===== config.mk =====
export PLATFORM = sky130hd
export DESIGN_NAME = variable_rate_integral_pid_top_flat
export DESIGN_NICKNAME = d
export VERILOG_FILES = /design/src/hw/rtl/vrip_pkg.sv /design/src/hw/rtl/vrip_if.sv /design/src/hw/rtl/variable_rate_integral_pid_top.sv /design/src/flat_wrapper.sv
export SDC_FILE = /design/constraint.sdc
export NUM_CORES = 2
export LEC_CHECK = 0
export ABC_AREA = 1
export BUFFER_PORTS_ARGS = -buffer_cell sky130_fd_sc_hd__buf_2
export CAP_MARGIN = 20
export CORE_MARGIN = 3
export CORE_UTILIZATION = 35
export CTS_CLUSTER_SIZE = 25
export DETAILED_ROUTE_END_ITERATION = 7
export PLACE_DENSITY = 0.56
export SLEW_MARGIN = 20
export SYNTH_ARGS = -nofsm -noshare
export SYNTH_HDL_FRONTEND = slang
export SYNTH_SLANG_ARGS = --single-unit

===== constraint.sdc =====
create_clock -name clk -period 9.6 [get_ports clk]
set_input_delay 1.92 -clock clk [delete_from_list [all_inputs] [get_ports clk]]
set_output_delay 1.92 -clock clk [all_outputs]
set_load 0.02 [all_outputs]

===== src/hw/rtl/vrip_pkg.sv =====
package vrip_pkg;

  localparam int VALUE_WIDTH   = 32;
  localparam int FRACTION_BITS = 16;

  localparam int GAIN_W  = 32;
  localparam int LIMIT_W = 31;
  localparam int BAND_W  = 30;

  localparam int ERR_W  = VALUE_WIDTH + 1;
  localparam int DIFF_W = VALUE_WIDTH + 2;
  localparam int TERM_W = VALUE_WIDTH + 4;
  localparam int SUM_W  = TERM_W + 2;

  localparam int MULA_W  = TERM_W;
  localparam int SLICE_W = (DIFF_W + 1) / 2;
  localparam int MULP_W  = MULA_W + SLICE_W;
  localparam int PROD_W  = MULA_W + 2 * SLICE_W;
  localparam int QUO_W   = TERM_W - 1;
  localparam int CNT_W   = $clog2(QUO_W);

  localparam int DATA_W = 32;
  localparam int ADDR_W = 5;

  localparam logic [PROD_W-1:0] TERM_MAX =
    PROD_W'((65'd1 << (TERM_W - 1)) - 65'd1);
  localparam logic signed [SUM_W-1:0] VAL_MAX =
    SUM_W'((65'd1 << (VALUE_WIDTH - 1)) - 65'd1);
  localparam logic signed [SUM_W-1:0] VAL_MIN = -VAL_MAX - SUM_W'(1);

  typedef enum logic [2:0] {
    REG_GAIN_P,
    REG_GAIN_I,
    REG_GAIN_D,
    REG_INTEGRAL_LIMIT,
    REG_BAND_A,
    REG_BAND_B
  } reg_idx_t;

endpackage


===== src/hw/rtl/vrip_if.sv =====
interface vrip_in_if import vrip_pkg::*; ();
  logic                          valid;
  logic                          ready;
  logic                          cmd;
  logic signed [VALUE_WIDTH-1:0] setpoint;
  logic signed [VALUE_WIDTH-1:0] measurement;

  modport source (output valid, cmd, setpoint, measurement, input ready);
  modport sink (input valid, cmd, setpoint, measurement, output ready);
endinterface

interface vrip_out_if import vrip_pkg::*; ();
  logic                          valid;
  logic                          ready;
  logic signed [VALUE_WIDTH-1:0] drive;
  logic signed [VALUE_WIDTH-1:0] integral_now;
  logic                          saturated;

  modport source (output valid, drive, integral_now, saturated, input ready);
  modport sink (input valid, drive, integral_now, saturated, output ready);
endinterface


===== src/hw/rtl/variable_rate_integral_pid_top.sv =====
// Positional PID controller with variable-rate integration, Q16.16.
// in_chan carries one request: cmd (0 = control step, 1 = clear), setpoint
// and measurement. out_chan returns one result per request: drive,
// integral_now and saturated. Both channels move a request when valid and
// ready are high at a rising edge of clk.
// Gains, integral limit and taper bands are written over the APB-style cfg_
// port (byte address 4*i, pready always high); the user must write them
// only while the block is idle, which the block itself does not enforce.
// A control step runs S_DIFF; S_MUL_LO, S_MUL_HI, S_TERM for the I term;
// S_INTEG; the same three for the P, then the D term; S_SUM; S_DONE, which
// loads the output register. A taper-band increment adds a taper product
// and the 35-step bit-serial divider before S_INTEG; a clear goes to S_DONE.
// The three gain products and the taper product share one 36x17 multiplier,
// two passes per product, so requests are processed one at a time and
// in_chan.ready is high only while the sequencer is idle.
// One finished result may wait in the output register while the next
// request is accepted; if the receiver still stalls when that request is
// done, the sequencer holds it until the output register is free.
// rst_n (synchronous, active low) clears the stored error and integral,
// drops any pending result and restores the register reset values.
module variable_rate_integral_pid_top import vrip_pkg::*; (
  input  logic              clk,
  input  logic              rst_n,
  vrip_in_if.sink           in_chan,
  vrip_out_if.source        out_chan,
  input  logic              cfg_psel,
  input  logic              cfg_penable,
  input  logic              cfg_pwrite,
  input  logic [ADDR_W-1:0] cfg_paddr,
  input  logic [DATA_W-1:0] cfg_pwdata,
  output logic [DATA_W-1:0] cfg_prdata,
  output logic              cfg_pready
);

  typedef enum logic [3:0] {
    S_IDLE, S_DIFF, S_MUL_LO, S_MUL_HI, S_TERM, S_DIV_LOAD, S_DIV, S_QUO,
    S_INTEG, S_SUM, S_DONE
  } state_t;

  typedef enum logic [1:0] {TS_I, TS_TAPER, TS_P, TS_D} term_sel_t;

  function automatic logic [DIFF_W-1:0] mag_of(input logic signed [DIFF_W-1:0] x);
    return x[DIFF_W-1] ? DIFF_W'(-x) : DIFF_W'(x);
  endfunction

  state_t                      state_r, state_nxt;
  term_sel_t                   sel_r, sel_nxt;
  logic signed [GAIN_W-1:0]    gain_p_r, gain_p_nxt;
  logic signed [GAIN_W-1:0]    gain_i_r, gain_i_nxt;
  logic signed [GAIN_W-1:0]    gain_d_r, gain_d_nxt;
  logic [LIMIT_W-1:0]          ilim_r, ilim_nxt;
  logic [BAND_W-1:0]           band_a_r, band_a_nxt;
  logic [BAND_W-1:0]           band_b_r, band_b_nxt;
  logic signed [ERR_W-1:0]     err_r, err_nxt;
  logic signed [ERR_W-1:0]     prev_err_r, prev_err_nxt;
  logic signed [DIFF_W-1:0]    diff_r, diff_nxt;
  logic [MULA_W-1:0]           mul_a_r, mul_a_nxt;
  logic [DIFF_W-1:0]           mul_b_r, mul_b_nxt;
  logic                        mul_neg_r, mul_neg_nxt;
  logic [PROD_W-1:0]           prod_r, prod_nxt;
  logic signed [TERM_W-1:0]    inc_r, inc_nxt;
  logic signed [TERM_W-1:0]    p_r, p_nxt;
  logic signed [TERM_W-1:0]    d_r, d_nxt;
  logic signed [VALUE_WIDTH-1:0] integ_r, integ_nxt;
  logic [QUO_W-1:0]            div_num_r, div_num_nxt;
  logic [BAND_W-1:0]           rem_r, rem_nxt;
  logic [CNT_W-1:0]            cnt_r, cnt_nxt;
  logic signed [VALUE_WIDTH-1:0] res_drive_r, res_drive_nxt;
  logic signed [VALUE_WIDTH-1:0] res_integ_r, res_integ_nxt;
  logic                        res_sat_r, res_sat_nxt;
  logic                        out_valid_r, out_valid_nxt;
  logic signed [VALUE_WIDTH-1:0] out_drive_r, out_drive_nxt;
  logic signed [VALUE_WIDTH-1:0] out_integ_r, out_integ_nxt;
  logic                        out_sat_r, out_sat_nxt;

  logic [SLICE_W-1:0]          slice;
  logic [MULP_W-1:0]           pp;
  logic [PROD_W-1:0]           shifted;
  logic [TERM_W-1:0]           term_mag;
  logic signed [TERM_W-1:0]    term;
  logic [ERR_W-1:0]            abs_err;
  logic [BAND_W:0]             band_sum;
  logic                        same_sign;
  logic [BAND_W:0]             rem2;
  logic                        div_ge;
  logic signed [SUM_W-1:0]     lim_s, isum, total;
  logic                        cfg_wr;

  assign slice = (state_r == S_MUL_HI) ? mul_b_r[DIFF_W-1:SLICE_W] : mul_b_r[SLICE_W-1:0];
  assign pp    = mul_a_r * slice;

  assign shifted  = prod_r >> FRACTION_BITS;
  assign term_mag = (shifted > TERM_MAX) ? TERM_MAX[TERM_W-1:0] : shifted[TERM_W-1:0];
  assign term     = mul_neg_r ? -$signed(term_mag) : $signed(term_mag);

  assign abs_err   = ERR_W'(mag_of(DIFF_W'(err_r)));
  assign band_sum  = {1'b0, band_a_r} + {1'b0, band_b_r};
  assign same_sign = (err_r > 0 && integ_r > 0) || (err_r < 0 && integ_r < 0);

  assign rem2   = {rem_r, div_num_r[QUO_W-1]};
  assign div_ge = rem2 >= {1'b0, band_a_r};

  assign lim_s = ($signed(SUM_W'(ilim_r)) > VAL_MAX) ? VAL_MAX : $signed(SUM_W'(ilim_r));
  assign isum  = SUM_W'(integ_r) + SUM_W'(inc_r);
  assign total = SUM_W'(p_r) + SUM_W'(integ_r) + SUM_W'(d_r);

  assign cfg_wr     = cfg_psel && cfg_penable && cfg_pwrite;
  assign cfg_pready = 1'b1;

  always_comb begin
    case (reg_idx_t'(cfg_paddr[4:2]))
      REG_GAIN_P:         cfg_prdata = DATA_W'(gain_p_r);
      REG_GAIN_I:         cfg_prdata = DATA_W'(gain_i_r);
      REG_GAIN_D:         cfg_prdata = DATA_W'(gain_d_r);
      REG_INTEGRAL_LIMIT: cfg_prdata = DATA_W'(ilim_r);
      REG_BAND_A:         cfg_prdata = DATA_W'(band_a_r);
      REG_BAND_B:         cfg_prdata = DATA_W'(band_b_r);
      default:            cfg_prdata = '0;
    endcase
  end

  assign in_chan.ready         = (state_r == S_IDLE);
  assign out_chan.valid        = out_valid_r;
  assign out_chan.drive        = out_drive_r;
  assign out_chan.integral_now = out_integ_r;
  assign out_chan.saturated    = out_sat_r;

  always_comb begin
    state_nxt     = state_r;
    sel_nxt       = sel_r;
    gain_p_nxt    = gain_p_r;
    gain_i_nxt    = gain_i_r;
    gain_d_nxt    = gain_d_r;
    ilim_nxt      = ilim_r;
    band_a_nxt    = band_a_r;
    band_b_nxt    = band_b_r;
    err_nxt       = err_r;
    prev_err_nxt  = prev_err_r;
    diff_nxt      = diff_r;
    mul_a_nxt     = mul_a_r;
    mul_b_nxt     = mul_b_r;
    mul_neg_nxt   = mul_neg_r;
    prod_nxt      = prod_r;
    inc_nxt       = inc_r;
    p_nxt         = p_r;
    d_nxt         = d_r;
    integ_nxt     = integ_r;
    div_num_nxt   = div_num_r;
    rem_nxt       = rem_r;
    cnt_nxt       = cnt_r;
    res_drive_nxt = res_drive_r;
    res_integ_nxt = res_integ_r;
    res_sat_nxt   = res_sat_r;
    out_valid_nxt = out_valid_r;
    out_drive_nxt = out_drive_r;
    out_integ_nxt = out_integ_r;
    out_sat_nxt   = out_sat_r;

    if (cfg_wr) begin
      case (reg_idx_t'(cfg_paddr[4:2]))
        REG_GAIN_P:         gain_p_nxt = $signed(cfg_pwdata[GAIN_W-1:0]);
        REG_GAIN_I:         gain_i_nxt = $signed(cfg_pwdata[GAIN_W-1:0]);
        REG_GAIN_D:         gain_d_nxt = $signed(cfg_pwdata[GAIN_W-1:0]);
        REG_INTEGRAL_LIMIT: ilim_nxt   = cfg_pwdata[LIMIT_W-1:0];
        REG_BAND_A:         band_a_nxt = cfg_pwdata[BAND_W-1:0];
        REG_BAND_B:         band_b_nxt = cfg_pwdata[BAND_W-1:0];
        default: ;
      endcase
    end

    if (out_valid_r && out_chan.ready) begin
      out_valid_nxt = 1'b0;
    end

    case (state_r)
      S_IDLE: begin
        if (in_chan.valid) begin
          if (in_chan.cmd) begin
            prev_err_nxt  = '0;
            integ_nxt     = '0;
            res_drive_nxt = '0;
            res_integ_nxt = '0;
            res_sat_nxt   = 1'b0;
            state_nxt     = S_DONE;
          end else begin
            err_nxt   = ERR_W'(in_chan.setpoint) - ERR_W'(in_chan.measurement);
            state_nxt = S_DIFF;
          end
        end
      end
      S_DIFF: begin
        diff_nxt    = DIFF_W'(err_r) - DIFF_W'(prev_err_r);
        mul_a_nxt   = MULA_W'(mag_of(DIFF_W'(gain_i_r)));
        mul_b_nxt   = mag_of(DIFF_W'(err_r));
        mul_neg_nxt = gain_i_r[GAIN_W-1] ^ err_r[ERR_W-1];
        sel_nxt     = TS_I;
        state_nxt   = S_MUL_LO;
      end
      S_MUL_LO: begin
        prod_nxt  = PROD_W'(pp);
        state_nxt = S_MUL_HI;
      end
      S_MUL_HI: begin
        prod_nxt  = prod_r + (PROD_W'(pp) << SLICE_W);
        state_nxt = (sel_r == TS_TAPER) ? S_DIV_LOAD : S_TERM;
      end
      S_TERM: begin
        case (sel_r)
          TS_I: begin
            inc_nxt   = term;
            state_nxt = S_INTEG;
            if (same_sign) begin
              if (abs_err > ERR_W'(band_sum)) begin
                inc_nxt = '0;
              end else if (abs_err > ERR_W'(band_b_r)) begin
                mul_a_nxt = MULA_W'(term_mag);
                mul_b_nxt = DIFF_W'(band_sum - abs_err[BAND_W:0]);
                sel_nxt   = TS_TAPER;
                state_nxt = S_MUL_LO;
              end
            end
          end
          TS_P: begin
            p_nxt       = term;
            mul_a_nxt   = MULA_W'(mag_of(DIFF_W'(gain_d_r)));
            mul_b_nxt   = mag_of(diff_r);
            mul_neg_nxt = gain_d_r[GAIN_W-1] ^ diff_r[DIFF_W-1];
            sel_nxt     = TS_D;
            state_nxt   = S_MUL_LO;
          end
          TS_D: begin
            d_nxt        = term;
            prev_err_nxt = err_r;
            state_nxt    = S_SUM;
          end
          default: state_nxt = S_IDLE;
        endcase
      end
      S_DIV_LOAD: begin
        rem_nxt     = prod_r[QUO_W+BAND_W-1:QUO_W];
        div_num_nxt = prod_r[QUO_W-1:0];
        cnt_nxt     = '0;
        state_nxt   = S_DIV;
      end
      S_DIV: begin
        rem_nxt     = div_ge ? BAND_W'(rem2 - {1'b0, band_a_r}) : rem2[BAND_W-1:0];
        div_num_nxt = {div_num_r[QUO_W-2:0], div_ge};
        cnt_nxt     = cnt_r + CNT_W'(1);
        if (cnt_r == CNT_W'(QUO_W - 1)) begin
          state_nxt = S_QUO;
        end
      end
      S_QUO: begin
        inc_nxt   = mul_neg_r ? -$signed(TERM_W'(div_num_r)) : $signed(TERM_W'(div_num_r));
        state_nxt = S_INTEG;
      end
      S_INTEG: begin
        if (isum > lim_s) begin
          integ_nxt = VALUE_WIDTH'(lim_s);
        end else if (isum < -lim_s) begin
          integ_nxt = VALUE_WIDTH'(-lim_s);
        end else begin
          integ_nxt = VALUE_WIDTH'(isum);
        end
        mul_a_nxt   = MULA_W'(mag_of(DIFF_W'(gain_p_r)));
        mul_b_nxt   = mag_of(DIFF_W'(err_r));
        mul_neg_nxt = gain_p_r[GAIN_W-1] ^ err_r[ERR_W-1];
        sel_nxt     = TS_P;
        state_nxt   = S_MUL_LO;
      end
      S_SUM: begin
        res_integ_nxt = integ_r;
        if (total > VAL_MAX) begin
          res_drive_nxt = VALUE_WIDTH'(VAL_MAX);
          res_sat_nxt   = 1'b1;
        end else if (total < VAL_MIN) begin
          res_drive_nxt = VALUE_WIDTH'(VAL_MIN);
          res_sat_nxt   = 1'b1;
        end else begin
          res_drive_nxt = VALUE_WIDTH'(total);
          res_sat_nxt   = 1'b0;
        end
        state_nxt = S_DONE;
      end
      S_DONE: begin
        if (!out_valid_r || out_chan.ready) begin
          out_valid_nxt = 1'b1;
          out_drive_nxt = res_drive_r;
          out_integ_nxt = res_integ_r;
          out_sat_nxt   = res_sat_r;
          state_nxt     = S_IDLE;
        end
      end
      default: state_nxt = S_IDLE;
    endcase
  end

  always_ff @(posedge clk) begin
    if (!rst_n) begin
      state_r     <= S_IDLE;
      sel_r       <= TS_I;
      gain_p_r    <= '0;
      gain_i_r    <= '0;
      gain_d_r    <= '0;
      ilim_r      <= '1;
      band_a_r    <= '0;
      band_b_r    <= '0;
      prev_err_r  <= '0;
      integ_r     <= '0;
      out_valid_r <= 1'b0;
    end else begin
      state_r     <= state_nxt;
      sel_r       <= sel_nxt;
      gain_p_r    <= gain_p_nxt;
      gain_i_r    <= gain_i_nxt;
      gain_d_r    <= gain_d_nxt;
      ilim_r      <= ilim_nxt;
      band_a_r    <= band_a_nxt;
      band_b_r    <= band_b_nxt;
      prev_err_r  <= prev_err_nxt;
      integ_r     <= integ_nxt;
      out_valid_r <= out_valid_nxt;
    end
    err_r       <= err_nxt;
    diff_r      <= diff_nxt;
    mul_a_r     <= mul_a_nxt;
    mul_b_r     <= mul_b_nxt;
    mul_neg_r   <= mul_neg_nxt;
    prod_r      <= prod_nxt;
    inc_r       <= inc_nxt;
    p_r         <= p_nxt;
    d_r         <= d_nxt;
    div_num_r   <= div_num_nxt;
    rem_r       <= rem_nxt;
    cnt_r       <= cnt_nxt;
    res_drive_r <= res_drive_nxt;
    res_integ_r <= res_integ_nxt;
    res_sat_r   <= res_sat_nxt;
    out_drive_r <= out_drive_nxt;
    out_integ_r <= out_integ_nxt;
    out_sat_r   <= out_sat_nxt;
  end

endmodule

===== src/flat_wrapper.sv =====
// flat-port wrapper written by rule: the top's interface ports become plain ports
module variable_rate_integral_pid_top_flat import vrip_pkg::*;
  (clk, rst_n, cfg_psel, cfg_penable, cfg_pwrite, cfg_paddr, cfg_pwdata, cfg_prdata, cfg_pready, in_chan_valid, in_chan_cmd, in_chan_setpoint, in_chan_measurement, in_chan_ready, out_chan_valid, out_chan_drive, out_chan_integral_now, out_chan_saturated, out_chan_ready);
  vrip_in_if in_chan_i ();
  vrip_out_if out_chan_i ();
  input  logic clk;
  input  logic rst_n;
  input  logic cfg_psel;
  input  logic cfg_penable;
  input  logic cfg_pwrite;
  input  logic [ADDR_W-1:0] cfg_paddr;
  input  logic [DATA_W-1:0] cfg_pwdata;
  output logic [DATA_W-1:0] cfg_prdata;
  output logic cfg_pready;
  input wire logic [$bits(in_chan_i.valid)-1:0] in_chan_valid;
  input wire logic [$bits(in_chan_i.cmd)-1:0] in_chan_cmd;
  input wire logic [$bits(in_chan_i.setpoint)-1:0] in_chan_setpoint;
  input wire logic [$bits(in_chan_i.measurement)-1:0] in_chan_measurement;
  output wire logic [$bits(in_chan_i.ready)-1:0] in_chan_ready;
  output wire logic [$bits(out_chan_i.valid)-1:0] out_chan_valid;
  output wire logic [$bits(out_chan_i.drive)-1:0] out_chan_drive;
  output wire logic [$bits(out_chan_i.integral_now)-1:0] out_chan_integral_now;
  output wire logic [$bits(out_chan_i.saturated)-1:0] out_chan_saturated;
  input wire logic [$bits(out_chan_i.ready)-1:0] out_chan_ready;
  assign in_chan_i.valid = in_chan_valid;
  assign in_chan_i.cmd = in_chan_cmd;
  assign in_chan_i.setpoint = in_chan_setpoint;
  assign in_chan_i.measurement = in_chan_measurement;
  assign in_chan_ready = in_chan_i.ready;
  assign out_chan_valid = out_chan_i.valid;
  assign out_chan_drive = out_chan_i.drive;
  assign out_chan_integral_now = out_chan_i.integral_now;
  assign out_chan_saturated = out_chan_i.saturated;
  assign out_chan_i.ready = out_chan_ready;
  variable_rate_integral_pid_top u_core (.clk(clk), .rst_n(rst_n), .in_chan(in_chan_i), .out_chan(out_chan_i), .cfg_psel(cfg_psel), .cfg_penable(cfg_penable), .cfg_pwrite(cfg_pwrite), .cfg_paddr(cfg_paddr), .cfg_pwdata(cfg_pwdata), .cfg_prdata(cfg_prdata), .cfg_pready(cfg_pready));
endmodule

==> flow_metrics.py <==
metrics = {
    "run_status": {
        "outcome": "completed",
    },
    "sta": {
        "period_share_pct": 95.03,
        "setup_viol": 0,
        "slew_violations": 0,
        "fin_ws_ns": 0.4774,
        "hold_violations": 0,
        "rsz0062_at_grt": "true",
        "worstMarginPinSlew_ns": 1.095,
        "relSlewSlack_pct": 26.71,
        "fmax_ghz": 0.1096,
        "skew_ns": 0.05881,
        "fin_crit_ns": 9.123,
    },
    "drt": {
        "drt_wl_total_mm": 284.6,
        "routedWlPerCell_um": 21.47,
        "drcViolationCount": 0,
        "avgViaCountPerCell": 5.243,
        "first_pass_iters": 7,
        "route.vias.total": 69480,
        "postRouteAntennaNets": 0,
        "drtIter0Drc": 6032,
    },
    "yosys": {
        "synth_top_area_cell": "edfxtp_1",
        "ys_seq_elements": 776,
        "synth-edff-count": 517,
        "yosysMostFrequentCell": "nand2_1",
        "synthTopCellsByArea": "edfxtp_1 (21%), fa_1 (15%), ha_1 (9.1%)",
        "ys_seq_area_share_pct": 27.40,
        "yosysUniqueCellTypes": 69,
        "async_reset_ff_share_pct": 0,
        "synthTopCellsByCount": "nand2_1 (1749), inv_1 (1724), nor2_1 (908)",
        "syn_nets": 11010,
        "syn_inst": 9801,
        "synthFlopType": "edfxtp_1",
        "synth_top_area_share_pct": 20.54,
        "yosys_warnings": 0,
        "syn-cell-area_um2": 75580,
        "avgSynthCellArea_um2": 7.711,
    },
    "grt": {
        "grt_pass1_vias": 67880,
        "grt_first_pass_wirelength_mm": 423.4,
        "antenna_found_initial": 7,
        "grt_max_degree": 112,
        "grt_use_total_pct": 25.04,
        "grt.overflow.total": 0,
    },
    "setup_path": {
        "crit_buf_inv": 18,
        "rr_worst_depth": 46,
        "cp_num_cells": 46,
        "r2r_end": "u_core.prod_r[69]",
        "reg2reg_slack_ns": 0.48,
        "r2r-start": "u_core.state_r[3]",
        "critical-path-top-delay-family": "adder cells",
        "max_stage_delay_ns": 0.57,
        "cpMostUsedCell": "inv_1",
        "worstSetupStartpointType": "register",
        "critPathLaunch": "u_core.state_r[3]",
        "critPathMaxFanout": 19,
        "path_class": "reg2reg",
        "end_kind": "register",
        "cp_slowest_cell": "fa_1",
        "required_ns": 10.11,
        "crit_path_end": "u_core.prod_r[69]",
        "arrival_ns": 9.63,
    },
    "clock_network": {
        "hold_buffers": 0,
        "clk_latency_ns": 0.76,
        "clock-root-buffer": "clkbuf_16",
        "h-tree-depth": 3,
        "clock_sinks": 776,
        "path_clk_slew_ns": 0.07,
        "cts_tree": "built",
        "cts_max_path_buffers": 3,
        "numCtsBuffers": 91,
    },
    "place": {
        "placed_area_um2": 83530,
        "portBuffers": 205,
        "dp_hpwl_mm": 232.3,
        "gp_congestion": 1.040,
        "pre_cts_ws_ns": 0.1419,
    },
    "cells_and_area": {
        "fin_area_um2": 86990,
        "layout-drive-gt1-share_pct": 10.81,
        "nets": 11560,
        "fin_util_pct": 40.77,
        "area.growth.synth_to_final_pct": 15.10,
    },
    "floorplan": {
        "row_count": 169,
        "die_h_um": 470.7,
        "die_x_um": 470.7,
        "design.core.area_um2": 213400,
        "ios": 209,
        "die_area_um2": 221500,
        "start_util_pct": 35.42,
    },
    "run": {
        "max_cap_viol_count": 0,
    },
    "hold_path": {
        "hold_path_class": "reg2reg",
    },
}
## cells by family (layout without fill, tap and decap cells)
family	after synthesis	count (layout)	synth area share, %
fa+ha+maj	1100	1100	23.70
flops	776	776	27.40
xor+xnor	352	352	4.089
simple gates	3389	3389	18.67
other cells	2	8	0.009937
buf+inv	2060	2684	10.33
compound gates	2122	2122	15.79
## how the worst min path moves through the flow
stage                                start                         endpoint  slack (ns)  cells past startpoint
CTS                  u_core.res_drive_r[8]         u_core.out_chan.drive[8]        0.41                      0
global route         u_core.res_integ_r[4]  u_core.out_chan.integral_now[4]        0.42                      0
global placement    u_core.res_drive_r[25]        u_core.out_chan.drive[25]        0.40                      0
finish               u_core.res_drive_r[8]         u_core.out_chan.drive[8]        0.41                      0
detailed placement  u_core.res_drive_r[13]        u_core.out_chan.drive[13]        0.40                      0
floorplan            u_core.res_drive_r[0]         u_core.out_chan.drive[0]        0.40                      0
## sequential cells by signal (all words and copies together) (netlist names), 34 cells and up
name and flops:
u_core.prod_r 70, u_core.d_r 36, u_core.inc_r 36, u_core.mul_a_r 36, u_core.p_r 36, u_core.div_num_r 35, u_core.diff_r 34, u_core.mul_b_r 34
## through the flow
stage,setup TNS [ns],instances,hold slack [ns]
finish,0,13250,0.4097
global placement,0,13080,0.4022
detailed placement,0,13080,0.4045
floorplan,0,9801,0.4003
global route,-0.2655,13250,0.4221
CTS,0,13240,0.4069
## metal layers
layer	vias up	routed length, um	GRT usage (%)	part of all wire [%]
met1	33280	121500	33.06	43
met2	2457	128400	40.38	45
li1	33260	-	-	-
met3	488	16980	2.831	6.0
met5	-	0	0	0
met4	0	17670	13.04	6.2
## cells in the final DEF (no fill, tap or decap), drive strengths merged, types with 116 or more instances in the layout
| cell | Yosys | routed |
|---|---|---|
| nand2 | 1757 | 1757 |
| inv | 1730 | 1738 |
| nor2 | 933 | 933 |
| a21oi | 867 | 867 |
| buf | 47 | 765 |
| o21ai | 730 | 730 |
| fa | 553 | 553 |
| ha | 547 | 547 |
| edfxtp | 517 | 517 |
| nand3 | 339 | 339 |
| dfxtp | 259 | 259 |
| xor2 | 245 | 245 |
| nor3 | 180 | 180 |
| clkbuf | 262 | 116 |
## final cells by class
type | count | area [um2]
Tap cell | 2821 | 3530
Clock buffer | 116 | 2445
Inverter | 1751 | 6578
Clock inverter | 52 | 659.4
Fill cell | 21950 | 126400
Timing Repair Buffer | 765 | 5498
Multi-Input combinational cell | 6965 | 47560
Sequential cell | 776 | 20710
Antenna cell | 6 | 15.01
## worst reg2reg max path, delay by kind of cell, from the launching register on
family | cells | cell delay, ns
flip-flops | 1 | 0.36
buffers and inverters | 18 | 2.12
AO/OA/AOI/OAI | 8 | 1.07
adder cells (fa/ha/maj) | 8 | 3.79
AND/OR/NAND/NOR | 11 | 1.39
XOR/XNOR | 1 | 0.13
## repair_timing
action	4_1_cts	5_1_grt
setup buffers	0	3
endpoints found under the setup margin	0	28
gates resized for setup	0	76
Power is left out: the tool's default activity adds up to more than one toggle a clock period on the data nets, which glitch-free logic cannot reach.
